**config.mk**
```make
export PLATFORM = sky130hd
export DESIGN_NAME = fixed_width_bit_packer_top_flat
export DESIGN_NICKNAME = d
export VERILOG_FILES = /design/src/fwbp_pkg.sv /design/src/fwbp_if.sv /design/src/fwbp_front.sv /design/src/fwbp_queue.sv /design/src/fwbp_back.sv /design/src/fixed_width_bit_packer_top.sv /design/src/flat_wrapper.sv
export SDC_FILE = /design/constraint.sdc
export NUM_CORES = 2
export LEC_CHECK = 0
export BUFFER_PORTS_ARGS = -buffer_cell sky130_fd_sc_hd__buf_4
export CAP_MARGIN = 20
export CORE_MARGIN = 3
export CORE_UTILIZATION = 30
export CTS_CLUSTER_DIAMETER = 150
export CTS_CLUSTER_SIZE = 25
export DETAILED_ROUTE_END_ITERATION = 8
export GPL_TIMING_DRIVEN = 0
export PLACE_DENSITY = 0.43
export SKIP_LAST_GASP = 1
export SLEW_MARGIN = 5
export SYNTH_ARGS = -nofsm -noshare
export SYNTH_HDL_FRONTEND = slang
export SYNTH_SLANG_ARGS = --single-unit
export TNS_END_PERCENT = 100
```
**constraint.sdc**
```tcl
create_clock -name clk_i -period 10.37 [get_ports clk_i]
set_input_delay 0.5185 -clock clk_i [delete_from_list [all_inputs] [get_ports clk_i]]
set_output_delay 0.5185 -clock clk_i [all_outputs]
set_load 0.02 [all_outputs]
```
**src/fwbp_pkg.sv**
```systemverilog
// ----------------------------------------------------------------------------
// fwbp_pkg
// Shared types and constants of the fixed width bit packer.
// ----------------------------------------------------------------------------
`timescale 1ns / 1ps
`default_nettype none

package fwbp_pkg;

  localparam int unsigned WordBits    = 64;
  localparam int unsigned WidthBits   = 7;
  localparam int unsigned CountBits   = 17;
  localparam int unsigned IndexBits   = 16;
  localparam int unsigned FillBits    = 6;
  localparam int unsigned CfgIdxBits  = 2;
  localparam int unsigned QueueDepth  = 2;
  localparam int unsigned QPtrBits    = $clog2(QueueDepth);
  localparam int unsigned QCntBits    = $clog2(QueueDepth + 1);

  localparam logic [CountBits-1:0] MaxElements = 17'd65536;
  localparam logic [WidthBits-1:0] MaxWidth    = 7'd64;

  // configuration register indexes
  localparam logic [CfgIdxBits-1:0] CfgFieldWidth    = 2'd0;
  localparam logic [CfgIdxBits-1:0] CfgElementCount  = 2'd1;
  localparam logic [CfgIdxBits-1:0] CfgCapacityWords = 2'd2;

  localparam logic StatusOk       = 1'b0;
  localparam logic StatusCapacity = 1'b1;

  typedef struct packed {
    logic [WordBits-1:0] value;
    logic                last;
    logic                err;
  } entry_t;

  typedef struct packed {
    logic                 clear;
    logic [WidthBits-1:0] width;
  } ctl_t;

endpackage

`default_nettype wire

```
**src/fwbp_if.sv**
```systemverilog
// ----------------------------------------------------------------------------
// fwbp_if
// Valid/ready channels for input values and packed output words.
// ----------------------------------------------------------------------------
`timescale 1ns / 1ps
`default_nettype none

interface fwbp_in_if;
  logic        valid;
  logic        ready;
  logic [63:0] value;

  modport source (output valid, output value, input ready);
  modport sink (input valid, input value, output ready);
endinterface

interface fwbp_out_if;
  logic        valid;
  logic        ready;
  logic [63:0] word;
  logic [15:0] word_pos;
  logic        final_word;
  logic        status;

  modport source (output valid, output word, output word_pos, output final_word,
                  output status, input ready);
  modport sink (input valid, input word, input word_pos, input final_word,
                input status, output ready);
endinterface

`default_nettype wire

```
**src/fwbp_front.sv**
```systemverilog
// ----------------------------------------------------------------------------
// fwbp_front
// Configuration registers, job counting, capacity check and value masking.
// ----------------------------------------------------------------------------
`timescale 1ns / 1ps
`default_nettype none

module fwbp_front
  import fwbp_pkg::*;
(
  input  wire logic                  clk_i,
  input  wire logic                  rst_ni,
  input  wire logic                  cfg_we_i,
  input  wire logic [CfgIdxBits-1:0] cfg_idx_i,
  input  wire logic [CountBits-1:0]  cfg_data_i,
  fwbp_in_if.sink                    in_bus,
  input  wire logic                  q_ready_i,
  output logic                       q_push_o,
  output entry_t                     q_entry_o,
  output ctl_t                       ctl_o
);

  logic [WidthBits-1:0] width_q;
  logic [CountBits-1:0] count_q;
  logic [CountBits-1:0] cap_q;
  logic [CountBits-1:0] seen_q, seen_d;

  logic                  cfg_hit;
  logic [WidthBits-1:0]  w_eff;
  logic [CountBits-1:0]  n_eff;
  logic [23:0]           prod;
  logic [17:0]           need;
  logic                  ovf;
  logic                  accept;
  logic                  last;
  logic [WordBits-1:0]   mask;

  assign cfg_hit = cfg_we_i && ((cfg_idx_i == CfgFieldWidth) ||
                                (cfg_idx_i == CfgElementCount) ||
                                (cfg_idx_i == CfgCapacityWords));

  always_comb begin
    if (width_q == '0) begin
      w_eff = 7'd1;
    end else if (width_q > MaxWidth) begin
      w_eff = MaxWidth;
    end else begin
      w_eff = width_q;
    end
  end

  assign n_eff = (count_q > MaxElements) ? MaxElements : count_q;
  assign prod  = 24'(n_eff) * 24'(w_eff);
  assign need  = 18'((prod + 24'd63) >> 6);
  assign ovf   = need > 18'(cap_q);

  assign mask = (w_eff == MaxWidth) ? '1 : ((64'd1 << w_eff) - 64'd1);

  assign in_bus.ready = q_ready_i;
  assign accept       = in_bus.valid && q_ready_i;
  assign seen_d       = seen_q + 17'd1;
  assign last         = seen_d >= n_eff;

  assign q_push_o        = accept && (n_eff != '0) && (!ovf || last);
  assign q_entry_o.value = in_bus.value & mask;
  assign q_entry_o.last  = last;
  assign q_entry_o.err   = ovf;

  assign ctl_o.clear = cfg_hit;
  assign ctl_o.width = w_eff;

  always_ff @(posedge clk_i or negedge rst_ni) begin
    if (!rst_ni) begin
      width_q <= 7'd1;
      count_q <= '0;
      cap_q   <= '0;
      seen_q  <= '0;
    end else if (cfg_hit) begin
      seen_q <= '0;
      unique case (cfg_idx_i)
        CfgFieldWidth:    width_q <= cfg_data_i[WidthBits-1:0];
        CfgElementCount:  count_q <= cfg_data_i;
        CfgCapacityWords: cap_q   <= cfg_data_i;
        default:          ;
      endcase
    end else if (accept && (n_eff != '0)) begin
      seen_q <= last ? '0 : seen_d;
    end
  end

endmodule

`default_nettype wire

```
**src/fwbp_queue.sv**
```systemverilog
// ----------------------------------------------------------------------------
// fwbp_queue
// Short queue between the front and the packing back end.
// ----------------------------------------------------------------------------
`timescale 1ns / 1ps
`default_nettype none

module fwbp_queue
  import fwbp_pkg::*;
(
  input  wire logic   clk_i,
  input  wire logic   rst_ni,
  input  wire logic   clear_i,
  input  wire logic   push_i,
  input  entry_t      entry_i,
  output logic        ready_o,
  output logic        valid_o,
  output entry_t      entry_o,
  input  wire logic   pop_i
);

  entry_t              slot_q [QueueDepth];
  logic [QPtrBits-1:0] wr_q, rd_q;
  logic [QCntBits-1:0] cnt_q;

  assign ready_o = cnt_q != QCntBits'(QueueDepth);
  assign valid_o = cnt_q != '0;
  assign entry_o = slot_q[rd_q];

  always_ff @(posedge clk_i) begin
    if (push_i) begin
      slot_q[wr_q] <= entry_i;
    end
  end

  always_ff @(posedge clk_i or negedge rst_ni) begin
    if (!rst_ni) begin
      wr_q  <= '0;
      rd_q  <= '0;
      cnt_q <= '0;
    end else if (clear_i) begin
      wr_q  <= '0;
      rd_q  <= '0;
      cnt_q <= '0;
    end else begin
      if (push_i) begin
        wr_q <= (wr_q == QPtrBits'(QueueDepth - 1)) ? '0 : wr_q + 1'b1;
      end
      if (pop_i) begin
        rd_q <= (rd_q == QPtrBits'(QueueDepth - 1)) ? '0 : rd_q + 1'b1;
      end
      cnt_q <= cnt_q + QCntBits'(push_i) - QCntBits'(pop_i);
    end
  end

  a_no_overfill : assert property (@(posedge clk_i) disable iff (!rst_ni)
    cnt_q <= QCntBits'(QueueDepth))
    else $error("queue holds more words than its depth");

endmodule

`default_nettype wire

```
**src/fwbp_back.sv**
```systemverilog
// ----------------------------------------------------------------------------
// fwbp_back
// Bit accumulator: shifts values into the pending word and emits results.
// ----------------------------------------------------------------------------
`timescale 1ns / 1ps
`default_nettype none

module fwbp_back
  import fwbp_pkg::*;
(
  input  wire logic   clk_i,
  input  wire logic   rst_ni,
  input  ctl_t        ctl_i,
  input  wire logic   q_valid_i,
  input  entry_t      q_entry_i,
  output logic        q_pop_o,
  fwbp_out_if.source  out_bus
);

  // packing state
  logic [WordBits-1:0]  store_q;
  logic [FillBits-1:0]  fill_q;
  logic [IndexBits-1:0] widx_q;

  // output stage and held tail word
  logic                 out_valid_q;
  logic [WordBits-1:0]  out_word_q;
  logic [IndexBits-1:0] out_idx_q;
  logic                 out_final_q;
  logic                 out_status_q;
  logic                 tail_v_q;
  logic [WordBits-1:0]  tail_word_q;
  logic [IndexBits-1:0] tail_idx_q;

  logic                 slot_free;
  logic [WidthBits-1:0] total;
  logic                 full;
  logic [WordBits-1:0]  merged;
  logic [WordBits-1:0]  spill;
  logic [WordBits-1:0]  store_n;
  logic [FillBits-1:0]  fill_n;
  logic [IndexBits-1:0] widx_n;
  logic                 has_tail;
  logic                 any_res;

  assign slot_free = !out_valid_q || out_bus.ready;

  assign total  = WidthBits'(fill_q) + ctl_i.width;
  assign full   = total[WidthBits-1];
  assign merged = store_q | (q_entry_i.value << fill_q);
  assign spill  = (fill_q == '0) ? '0 :
                  (q_entry_i.value >> (MaxWidth - WidthBits'(fill_q)));

  always_comb begin
    if (full) begin
      store_n = spill;
      fill_n  = total[FillBits-1:0];
      widx_n  = widx_q + 1'b1;
    end else begin
      store_n = merged;
      fill_n  = total[FillBits-1:0];
      widx_n  = widx_q;
    end
  end

  assign has_tail = q_entry_i.last && (fill_n != '0);
  assign any_res  = q_entry_i.err || full || has_tail;
  assign q_pop_o  = q_valid_i && !tail_v_q && (slot_free || !any_res);

  assign out_bus.valid      = out_valid_q;
  assign out_bus.word       = out_word_q;
  assign out_bus.word_pos   = out_idx_q;
  assign out_bus.final_word = out_final_q;
  assign out_bus.status     = out_status_q;

  always_ff @(posedge clk_i) begin
    if (tail_v_q && slot_free) begin
      out_word_q   <= tail_word_q;
      out_idx_q    <= tail_idx_q;
      out_final_q  <= 1'b1;
      out_status_q <= StatusOk;
    end else if (q_pop_o && any_res) begin
      if (q_entry_i.err) begin
        out_word_q   <= '0;
        out_idx_q    <= '0;
        out_final_q  <= 1'b1;
        out_status_q <= StatusCapacity;
      end else if (full) begin
        out_word_q   <= merged;
        out_idx_q    <= widx_q;
        out_final_q  <= q_entry_i.last && (fill_n == '0);
        out_status_q <= StatusOk;
      end else begin
        out_word_q   <= store_n;
        out_idx_q    <= widx_n;
        out_final_q  <= 1'b1;
        out_status_q <= StatusOk;
      end
    end
    if (q_pop_o && !q_entry_i.err && full && has_tail) begin
      tail_word_q <= store_n;
      tail_idx_q  <= widx_n;
    end
  end

  always_ff @(posedge clk_i or negedge rst_ni) begin
    if (!rst_ni) begin
      store_q     <= '0;
      fill_q      <= '0;
      widx_q      <= '0;
      out_valid_q <= 1'b0;
      tail_v_q    <= 1'b0;
    end else begin
      if (tail_v_q && slot_free) begin
        out_valid_q <= 1'b1;
        tail_v_q    <= 1'b0;
      end else if (q_pop_o && any_res) begin
        out_valid_q <= 1'b1;
        tail_v_q    <= !q_entry_i.err && full && has_tail;
      end else if (out_bus.ready) begin
        out_valid_q <= 1'b0;
      end

      if (ctl_i.clear) begin
        store_q <= '0;
        fill_q  <= '0;
        widx_q  <= '0;
      end else if (q_pop_o) begin
        if (q_entry_i.last || q_entry_i.err) begin
          store_q <= '0;
          fill_q  <= '0;
          widx_q  <= '0;
        end else begin
          store_q <= store_n;
          fill_q  <= fill_n;
          widx_q  <= widx_n;
        end
      end
    end
  end

  a_tail_behind_word : assert property (@(posedge clk_i) disable iff (!rst_ni)
    tail_v_q |-> out_valid_q)
    else $error("tail word held without a word in the output stage");

  a_error_is_final : assert property (@(posedge clk_i) disable iff (!rst_ni)
    (out_valid_q && (out_status_q == StatusCapacity)) |-> (out_final_q && (out_word_q == '0)))
    else $error("capacity error word is not a final empty word");

  a_tail_from_pop : assert property (@(posedge clk_i) disable iff (!rst_ni)
    $rose(tail_v_q) |-> $past(q_pop_o))
    else $error("tail word appeared without a dequeued value");

endmodule

`default_nettype wire

```
**src/fixed_width_bit_packer_top.sv**
```systemverilog
// ----------------------------------------------------------------------------
// fixed_width_bit_packer_top
// LSB-first packing of fixed width fields into 64-bit words.
// ----------------------------------------------------------------------------
// Accepts one value per cycle while the queue has room, and packs its low
// field_width bits after the earlier ones, emitting each full 64-bit word with
// its index. A job ends after element_count values; a partial tail is zero
// padded and flagged final. If the job needs more words than capacity_words, the
// values are consumed and the last one returns a single error word (status 1). A
// value that both fills a word and ends the job with a partial tail gives two
// words, the second held in a tail register behind the single output register.
// An accepted value reaches its word through the two-entry queue and the
// output register. Configuration register writes clear any job in progress.
// ----------------------------------------------------------------------------
`timescale 1ns / 1ps
`default_nettype none

module fixed_width_bit_packer_top
  import fwbp_pkg::*;
(
  input  wire logic                  clk_i,
  input  wire logic                  rst_ni,
  input  wire logic                  cfg_we_i,
  input  wire logic [CfgIdxBits-1:0] cfg_idx_i,
  input  wire logic [CountBits-1:0]  cfg_data_i,
  fwbp_in_if.sink                    in_bus,
  fwbp_out_if.source                 out_bus
);

  ctl_t   ctl;
  logic   q_ready, q_push, q_valid, q_pop;
  entry_t q_in, q_out;

  fwbp_front u_front (
    .clk_i      (clk_i),
    .rst_ni     (rst_ni),
    .cfg_we_i   (cfg_we_i),
    .cfg_idx_i  (cfg_idx_i),
    .cfg_data_i (cfg_data_i),
    .in_bus     (in_bus),
    .q_ready_i  (q_ready),
    .q_push_o   (q_push),
    .q_entry_o  (q_in),
    .ctl_o      (ctl)
  );

  fwbp_queue u_queue (
    .clk_i   (clk_i),
    .rst_ni  (rst_ni),
    .clear_i (ctl.clear),
    .push_i  (q_push),
    .entry_i (q_in),
    .ready_o (q_ready),
    .valid_o (q_valid),
    .entry_o (q_out),
    .pop_i   (q_pop)
  );

  fwbp_back u_back (
    .clk_i     (clk_i),
    .rst_ni    (rst_ni),
    .ctl_i     (ctl),
    .q_valid_i (q_valid),
    .q_entry_i (q_out),
    .q_pop_o   (q_pop),
    .out_bus   (out_bus)
  );

endmodule

`default_nettype wire

```
**src/flat_wrapper.sv**
```systemverilog
// flat-port wrapper written by rule: the top's interface ports become plain ports
module fixed_width_bit_packer_top_flat import fwbp_pkg::*;
  (clk_i, rst_ni, cfg_we_i, cfg_idx_i, cfg_data_i, in_bus_valid, in_bus_value, in_bus_ready, out_bus_valid, out_bus_word, out_bus_word_pos, out_bus_final_word, out_bus_status, out_bus_ready);
  fwbp_in_if in_bus_i ();
  fwbp_out_if out_bus_i ();
  input  wire logic clk_i;
  input  wire logic rst_ni;
  input  wire logic cfg_we_i;
  input  wire logic [CfgIdxBits-1:0] cfg_idx_i;
  input  wire logic [CountBits-1:0] cfg_data_i;
  input wire logic [$bits(in_bus_i.valid)-1:0] in_bus_valid;
  input wire logic [$bits(in_bus_i.value)-1:0] in_bus_value;
  output wire logic [$bits(in_bus_i.ready)-1:0] in_bus_ready;
  output wire logic [$bits(out_bus_i.valid)-1:0] out_bus_valid;
  output wire logic [$bits(out_bus_i.word)-1:0] out_bus_word;
  output wire logic [$bits(out_bus_i.word_pos)-1:0] out_bus_word_pos;
  output wire logic [$bits(out_bus_i.final_word)-1:0] out_bus_final_word;
  output wire logic [$bits(out_bus_i.status)-1:0] out_bus_status;
  input wire logic [$bits(out_bus_i.ready)-1:0] out_bus_ready;
  assign in_bus_i.valid = in_bus_valid;
  assign in_bus_i.value = in_bus_value;
  assign in_bus_ready = in_bus_i.ready;
  assign out_bus_valid = out_bus_i.valid;
  assign out_bus_word = out_bus_i.word;
  assign out_bus_word_pos = out_bus_i.word_pos;
  assign out_bus_final_word = out_bus_i.final_word;
  assign out_bus_status = out_bus_i.status;
  assign out_bus_i.ready = out_bus_ready;
  fixed_width_bit_packer_top u_core (.clk_i(clk_i), .rst_ni(rst_ni), .cfg_we_i(cfg_we_i), .cfg_idx_i(cfg_idx_i), .cfg_data_i(cfg_data_i), .in_bus(in_bus_i), .out_bus(out_bus_i));
endmodule
```
Word level (Yosys, flattened, before mapping)
Memory sizes are Yosys's and may differ from the RTL's.
Index checks and enable logic that the tools add are counted.
{"block": "word_totals", "register_bits": 312, "inputBits": 88, "output_inout_bits": 84, "ram_bits": 132, "elab_cells": 130, "mem_count": 1}
{"block": "op_classes", "n_bitwise": 2, "mux": 44, "reduce_logical": 43, "n_lt_le_gt_ge": 4, "n_eq_ne": 4, "add_sub_neg": 10, "shift": 3, "multipliers": 1}
{"memory": "u_core.u_queue.slot_q", "words": 2, "word_bits": 66, "read_ports": 1, "rd_clocked_by_memory_dff": 0, "wr": 1, "line": "fwbp_queue.sv:22", "text": "entry_t slot_q [QueueDepth];"}
{"cell": "$mux W64", "n": 10}
{"cell": "$mux W16", "n": 8}
{"cell": "$mux W17", "n": 4}
{"cell": "$and A64 B64 Y64", "n": 1}
{"cell": "$or A64 B64 Y64", "n": 1}
{"cell": "$shl A1 B7 Y64 const A", "n": 1}
{"cell": "$shl A64 B6 Y64", "n": 1}
{"cell": "$shr A64 B7 Y64", "n": 1}
{"cell": "$sub A64 B1 Y64 const B", "n": 1}
{"cell": "$add A24 B6 Y24 const B", "n": 1}
{"cell": "$mul A17 B7 Y24", "n": 1}
{"cell": "$gt A18 B17 Y1", "n": 1}
{"cell": "$mux W6", "n": 3}
{"cell": "$add A17 B1 Y17 const B", "n": 1}
{"cell": "$ge A17 B17 Y1", "n": 1}
{"cell": "$gt A17 B17 Y1 const B", "n": 1}
{"cell": "$reduce_bool A17 Y1", "n": 1}
{"cell": "$add A16 B1 Y16 const B", "n": 1}
{"cell": "$mux W1", "n": 16}
{"cell": "$logic_and A1 B1 Y1", "n": 15}
{"cell": "$mux W7", "n": 2}
{"cell": "$logic_not A6 Y1", "n": 2}
{"cell": "$reduce_bool A2 Y1", "n": 5}
{"cell": "$logic_or A1 B1 Y1", "n": 8}
{"cell": "17 further kinds", "n": 24}

Depth between registers and ports, before layout
{"block": "logic_depth", "ltp_word": 13, "ltp_mapped": 37, "ltp_nobuf": 36}

Cells and area by module
A second synthesis with hierarchy kept.
{"block": "unflattened", "hier_cells": 3112, "hier_area_um2": 33553.4}
{"module": "fwbp_back", "instances": 1, "area_per_inst_um2": 19571.3, "cells_each": 1816, "seq_area_each_um2": 7046.8}
{"module": "fwbp_front", "instances": 1, "area_per_inst_um2": 8893.5, "cells_each": 1072, "seq_area_each_um2": 1452.6}
{"module": "fwbp_queue", "instances": 1, "area_per_inst_um2": 5088.6, "cells_each": 224, "seq_area_each_um2": 4063.9}

Worst setup path before layout
OpenSTA, ideal clock, no wires.
{"block": "synth_timing", "path_type": "register to register", "startpoint": "register u_core.u_front.width_q[6]", "endpoint": "memory u_core.u_queue.slot_q[0][0] (netlist name), enable pin", "path_stages_with_launch": 31, "path_buffers": 4, "required_time_ps": 9880, "synth_period_minus_slack_ps": 9981, "path_slack_ps": 389, "setup_time_ps": 490, "arrival_time_ps": 9490, "path_cell_list": "dfrtp_1 buf_2 clkbuf_1 clkbuf_1 clkbuf_1 nand2_1 fa_1 fa_1 inv_1 fa_1 inv_1 fa_1 inv_1 ha_1 inv_1 nor4_1 a21oi_1 or4b_1 o211ai_1 a221o_1 a21oi_1 xnor2_1 ha_1 a21oi_1 nor2b_1 o21ai_0 o211ai_1 a21oi_1 o211ai_1 a21o_1 nor2_1"}
{"item": "from (decl)", "line": "fwbp_front.sv:23", "text": "logic [WidthBits-1:0] width_q;"}
{"item": "from (signal assigned)", "line": "fwbp_front.sv:81", "text": "CfgFieldWidth: width_q <= cfg_data_i[WidthBits-1:0];"}
{"item": "to (decl)", "line": "fwbp_queue.sv:22"}

==> results.md <==
- Status: completed
- ANT nets after route: 0
- TritonCTS Buffers: 25
- CP most frequent cell: inv_1
- Area growth from synthesis to layout: 12.7%
- Die span in y: about 350 um
- Post-Syn Area per Cell: approximately 11 um^2
- Slew @ Worst Pin: 1.20 ns
- Initial antenna violation count: 8
- Congestion Overflow GR: 0
- Fillers: ~12k
- DR pass1 iterations: 7
- Delay of the slowest critical-path stage: approximately 0.57 ns
- Gate Count Post-Synth: between 3k and 4k
- Largest net degree at the start of global routing: 91
- # setup viols final: 0
- Post-Syn Area: around 35000 um^2
- Hold Violations, Final: 0
- Gp weighted congestion: roughly 0.99
- Worst Path Arrival: about 10 ns
- Worst hold path type: in2reg
- Via count: roughly 30k
- Max Cap Viol: 0
- Post-synth EDFFs: 292
- Endpoint class of the critical path: flip-flop
- Final wirelength: 158000 um
- Num ports: around 170
- Vias in the first global route: roughly 29k
- Clock skew: between 0.08 and 0.09 ns
- Average via count per standard cell: approximately 6
- Top Family by Delay on Critical Path: adder cells
- Die ar.: about 120000 um^2
- Post-synth ARST share: 0.338
- Clock Path Buffers: 3
- Share of post-route cells with drive strength above 1: 0.208
- Placed instance area: ~38000 um^2
- Starting Density: 0.304
- Reg clk slew, reported paths: around 0.10 ns
- Type of origin of the critical path: flip-flop
- Main synth FF type: edfxtp_1
- Minimum clock period: approximately 10 ns
- Dpl hpwl: 127000 um
- First-pass GRT wire length: approximately 230000 um
- Period utilization: 0.943
- CTS HTree Levels: 1
- Syn nets: 3541
- Post-route cell area: about 39000 um^2
- Seq/Total Area, Yosys: 0.361
- Crit path max fanout: 26
- Row count: between 100 and 150
- Fmax: between 100 and 150 MHz
- Crit path buf inv count: 10
- TritonCTS clock tree: done
- WP data required: 10.67 ns
- Latest clock arrival within the worst-skew pair: 0.68 ns
- Count of clock tree sinks: 444
- Max-slew violations: 0
- Synth Warn #: 0
- Yosys reg bits: between 400 and 500
- Drt drc: 0
- Antenna Cells: 0
- Gr usage total: 0.256
- Sequential Area: approximately 13000 um^2
- Area of the multi-input gates: just over 20000 um^2
- CTS Root Cell: clkbuf_16
- Worst Setup Path Type: reg2reg
- Std-Cell Core Area: 115000 um^2
- Final setup TNS: 0 ns
- Slew Limit Headroom: 0.196
- I/O Buffers: 170
- Nets: 3768
- Initial DRC Count: 2899
- Die width: ~350 um
- Synth cell types: 95
- RSZ-0062 raised after global routing: no
- Worst path slowest cell: clkbuf_1
- WL/cell: between 30 and 40 um
[cell families (layout without fill, tap and decap cells)]
family | count (synthesis) | after routing | synth area share
and+or+nand+nor | 916 | 916 | 0.116
AOI/OAI and AO/OA | 768 | 768 | 0.152
muxes | 514 | 514 | 0.226
DFF | 444 | 444 | 0.361
buffers and inverters | 388 | 634 | 0.0476
adders and majority gates | 174 | 174 | 0.0797
xor gates and xnor gates | 74 | 74 | 0.0186
other | 1 | 1 | 0.000108
[path summary, 6_finish.rpt]
kind                                                 from  slack, ns  cells past startpoint                      endpoint
worst min-delay path                        cfg_data_i[6]       0.09                      3     u_core.u_front.width_q[6]
worst max-delay path            u_core.u_front.width_q[4]       0.60                     33  u_core.u_queue.slot_q[0][16]
max in group asynchronous                          rst_ni       8.95                      3     u_core.u_back.store_q[14]
min in group asynchronous                          rst_ni       0.37                      2      u_core.u_front.cap_q[13]
worst min register to register  u_core.u_back.store_q[15]       0.50                      2     u_core.u_back.store_q[15]
worst max register to register  u_core.u_front.width_q[4]       0.60                     33  u_core.u_queue.slot_q[0][16]
[cells in the mapped netlist (all sizes together) (21+ instances only)]
library cell,instances,share of area
a211oi,28,0.0063
a22o,71,0.018
buf,99,0.016
nand3,54,0.0078
ha,94,0.034
a21oi,136,0.020
edfxtp,292,0.25
o221ai,23,0.0058
xnor2,46,0.012
a21o,21,0.0045
dfrtp,149,0.11
a22oi,21,0.0047
nor2,367,0.040
a21boi,29,0.0064
o22ai,45,0.0081
mux2i,129,0.037
a221oi,23,0.0061
clkbuf,132,0.014
fa,80,0.046
xor2,28,0.0070
inv,152,0.016
o21ai,184,0.026
a221o,28,0.0080
and3,22,0.0039
mux4,199,0.13
nand2,299,0.032
nor3,38,0.0056
o21a,22,0.0047
mux2,186,0.060
[layer usage]
metal / wire (um) / global-route usage / up-vias
li1: - / - / 12800
met1: 67100 / 0.348 / 15300
met2: 72300 / 0.410 / 1499
met3: 12400 / 0.0475 / 269
met4: 6490 / 0.0879 / 2
met5: 48 / 0 / -
[area by class of cell]
cell class,instances,share of cell area
tap,1512,0.0482
buffer,230,0.0274
sequential,444,0.320
clock buffer,37,0.0171
timing repair buffer,201,0.0423
clock inverter,9,0.00398
multi-input combinational,2447,0.526
inverter,157,0.0152
[sequential cells by signal, summed over array words and instances (netlist names)]
name and count:
u_core.u_queue.wr_q 1, u_core.u_back.tail_word_q 64, u_core.u_front.count_q 17, u_core.u_front.cap_q 17
u_core.u_back.out_bus.word_pos 16, u_core.u_queue.slot_q 132, u_core.u_queue.cnt_q 2, u_core.u_front.width_q 7
u_core.u_back.store_q 64, u_core.u_back.out_bus.word 64, u_core.u_back.fill_q 6, u_core.u_back.widx_q 16
u_core.u_back.out_bus.status 1, u_core.u_back.tail_idx_q 16, u_core.u_front.seen_q 17, u_core.u_back.tail_v_q 1
u_core.u_queue.rd_q 1, u_core.u_back.out_bus.final_word 1, u_core.u_back.out_bus.valid 1
[through the flow]
stage / setup slack (ns) / hold WS, ns / cells / util
after floorplan: 0.389 / 0.223 / 3279 / -
after global placement: -3.98 / 0.463 / 4961 / 0.331
after detailed placement: -0.0755 / 0.471 / 4976 / 0.334
after CTS: 0.0548 / 0.0418 / 5023 / 0.341
after global routing: 0.00812 / 0.0601 / 5037 / 0.342
final: 0.596 / 0.0906 / 5037 / 0.342
[cells in the final DEF, fill, tap and decap left out, types with 21 or more instances in the layout]
cell | synthesis | routed
a22o_1 | 71 | 71
mux2i_1 | 128 | 128
fa_1 | 80 | 80
o21a_1 | 22 | 22
ha_1 | 94 | 94
a21boi_0 | 28 | 28
a221o_1 | 28 | 28
o21ai_0 | 178 | 177
a21oi_1 | 136 | 136
nor3_1 | 37 | 36
nand2_1 | 299 | 298
dfrtp_1 | 149 | 149
clkbuf_1 | 132 | 139
mux2_2 | 180 | 180
o221ai_1 | 23 | 23
a211oi_1 | 26 | 25
xnor2_1 | 46 | 46
o22ai_1 | 45 | 45
xor2_1 | 28 | 28
nor2_1 | 367 | 364
a21o_1 | 21 | 21
buf_2 | 48 | 48
inv_1 | 147 | 145
and3_1 | 22 | 22
nand3_1 | 54 | 54
edfxtp_1 | 292 | 292
clkbuf_16 | 0 | 25
buf_1 | 24 | 24
mux4_2 | 199 | 199
buf_4 | 16 | 204
[worst register-to-register path, delay by kind of cell (launching register included)]
family	cells	cell delay (ns)
compound gates	10	2.19
xor+xnor	1	0.20
flops	1	0.43
simple gates	6	1.79
buf+inv	10	2.13
fa+ha+maj	6	2.69
[repair_timing]
item	4_1_cts	5_1_grt
setup buffers	0	15
setup endpoints to repair	55	101
hold buffers	1	0
hold endpoints to repair	59	0
resized for setup	2	6
pin swaps	0	2
Power is not shown: default switching activity piles up to over one toggle a cycle in this logic, so the estimate is an artifact.
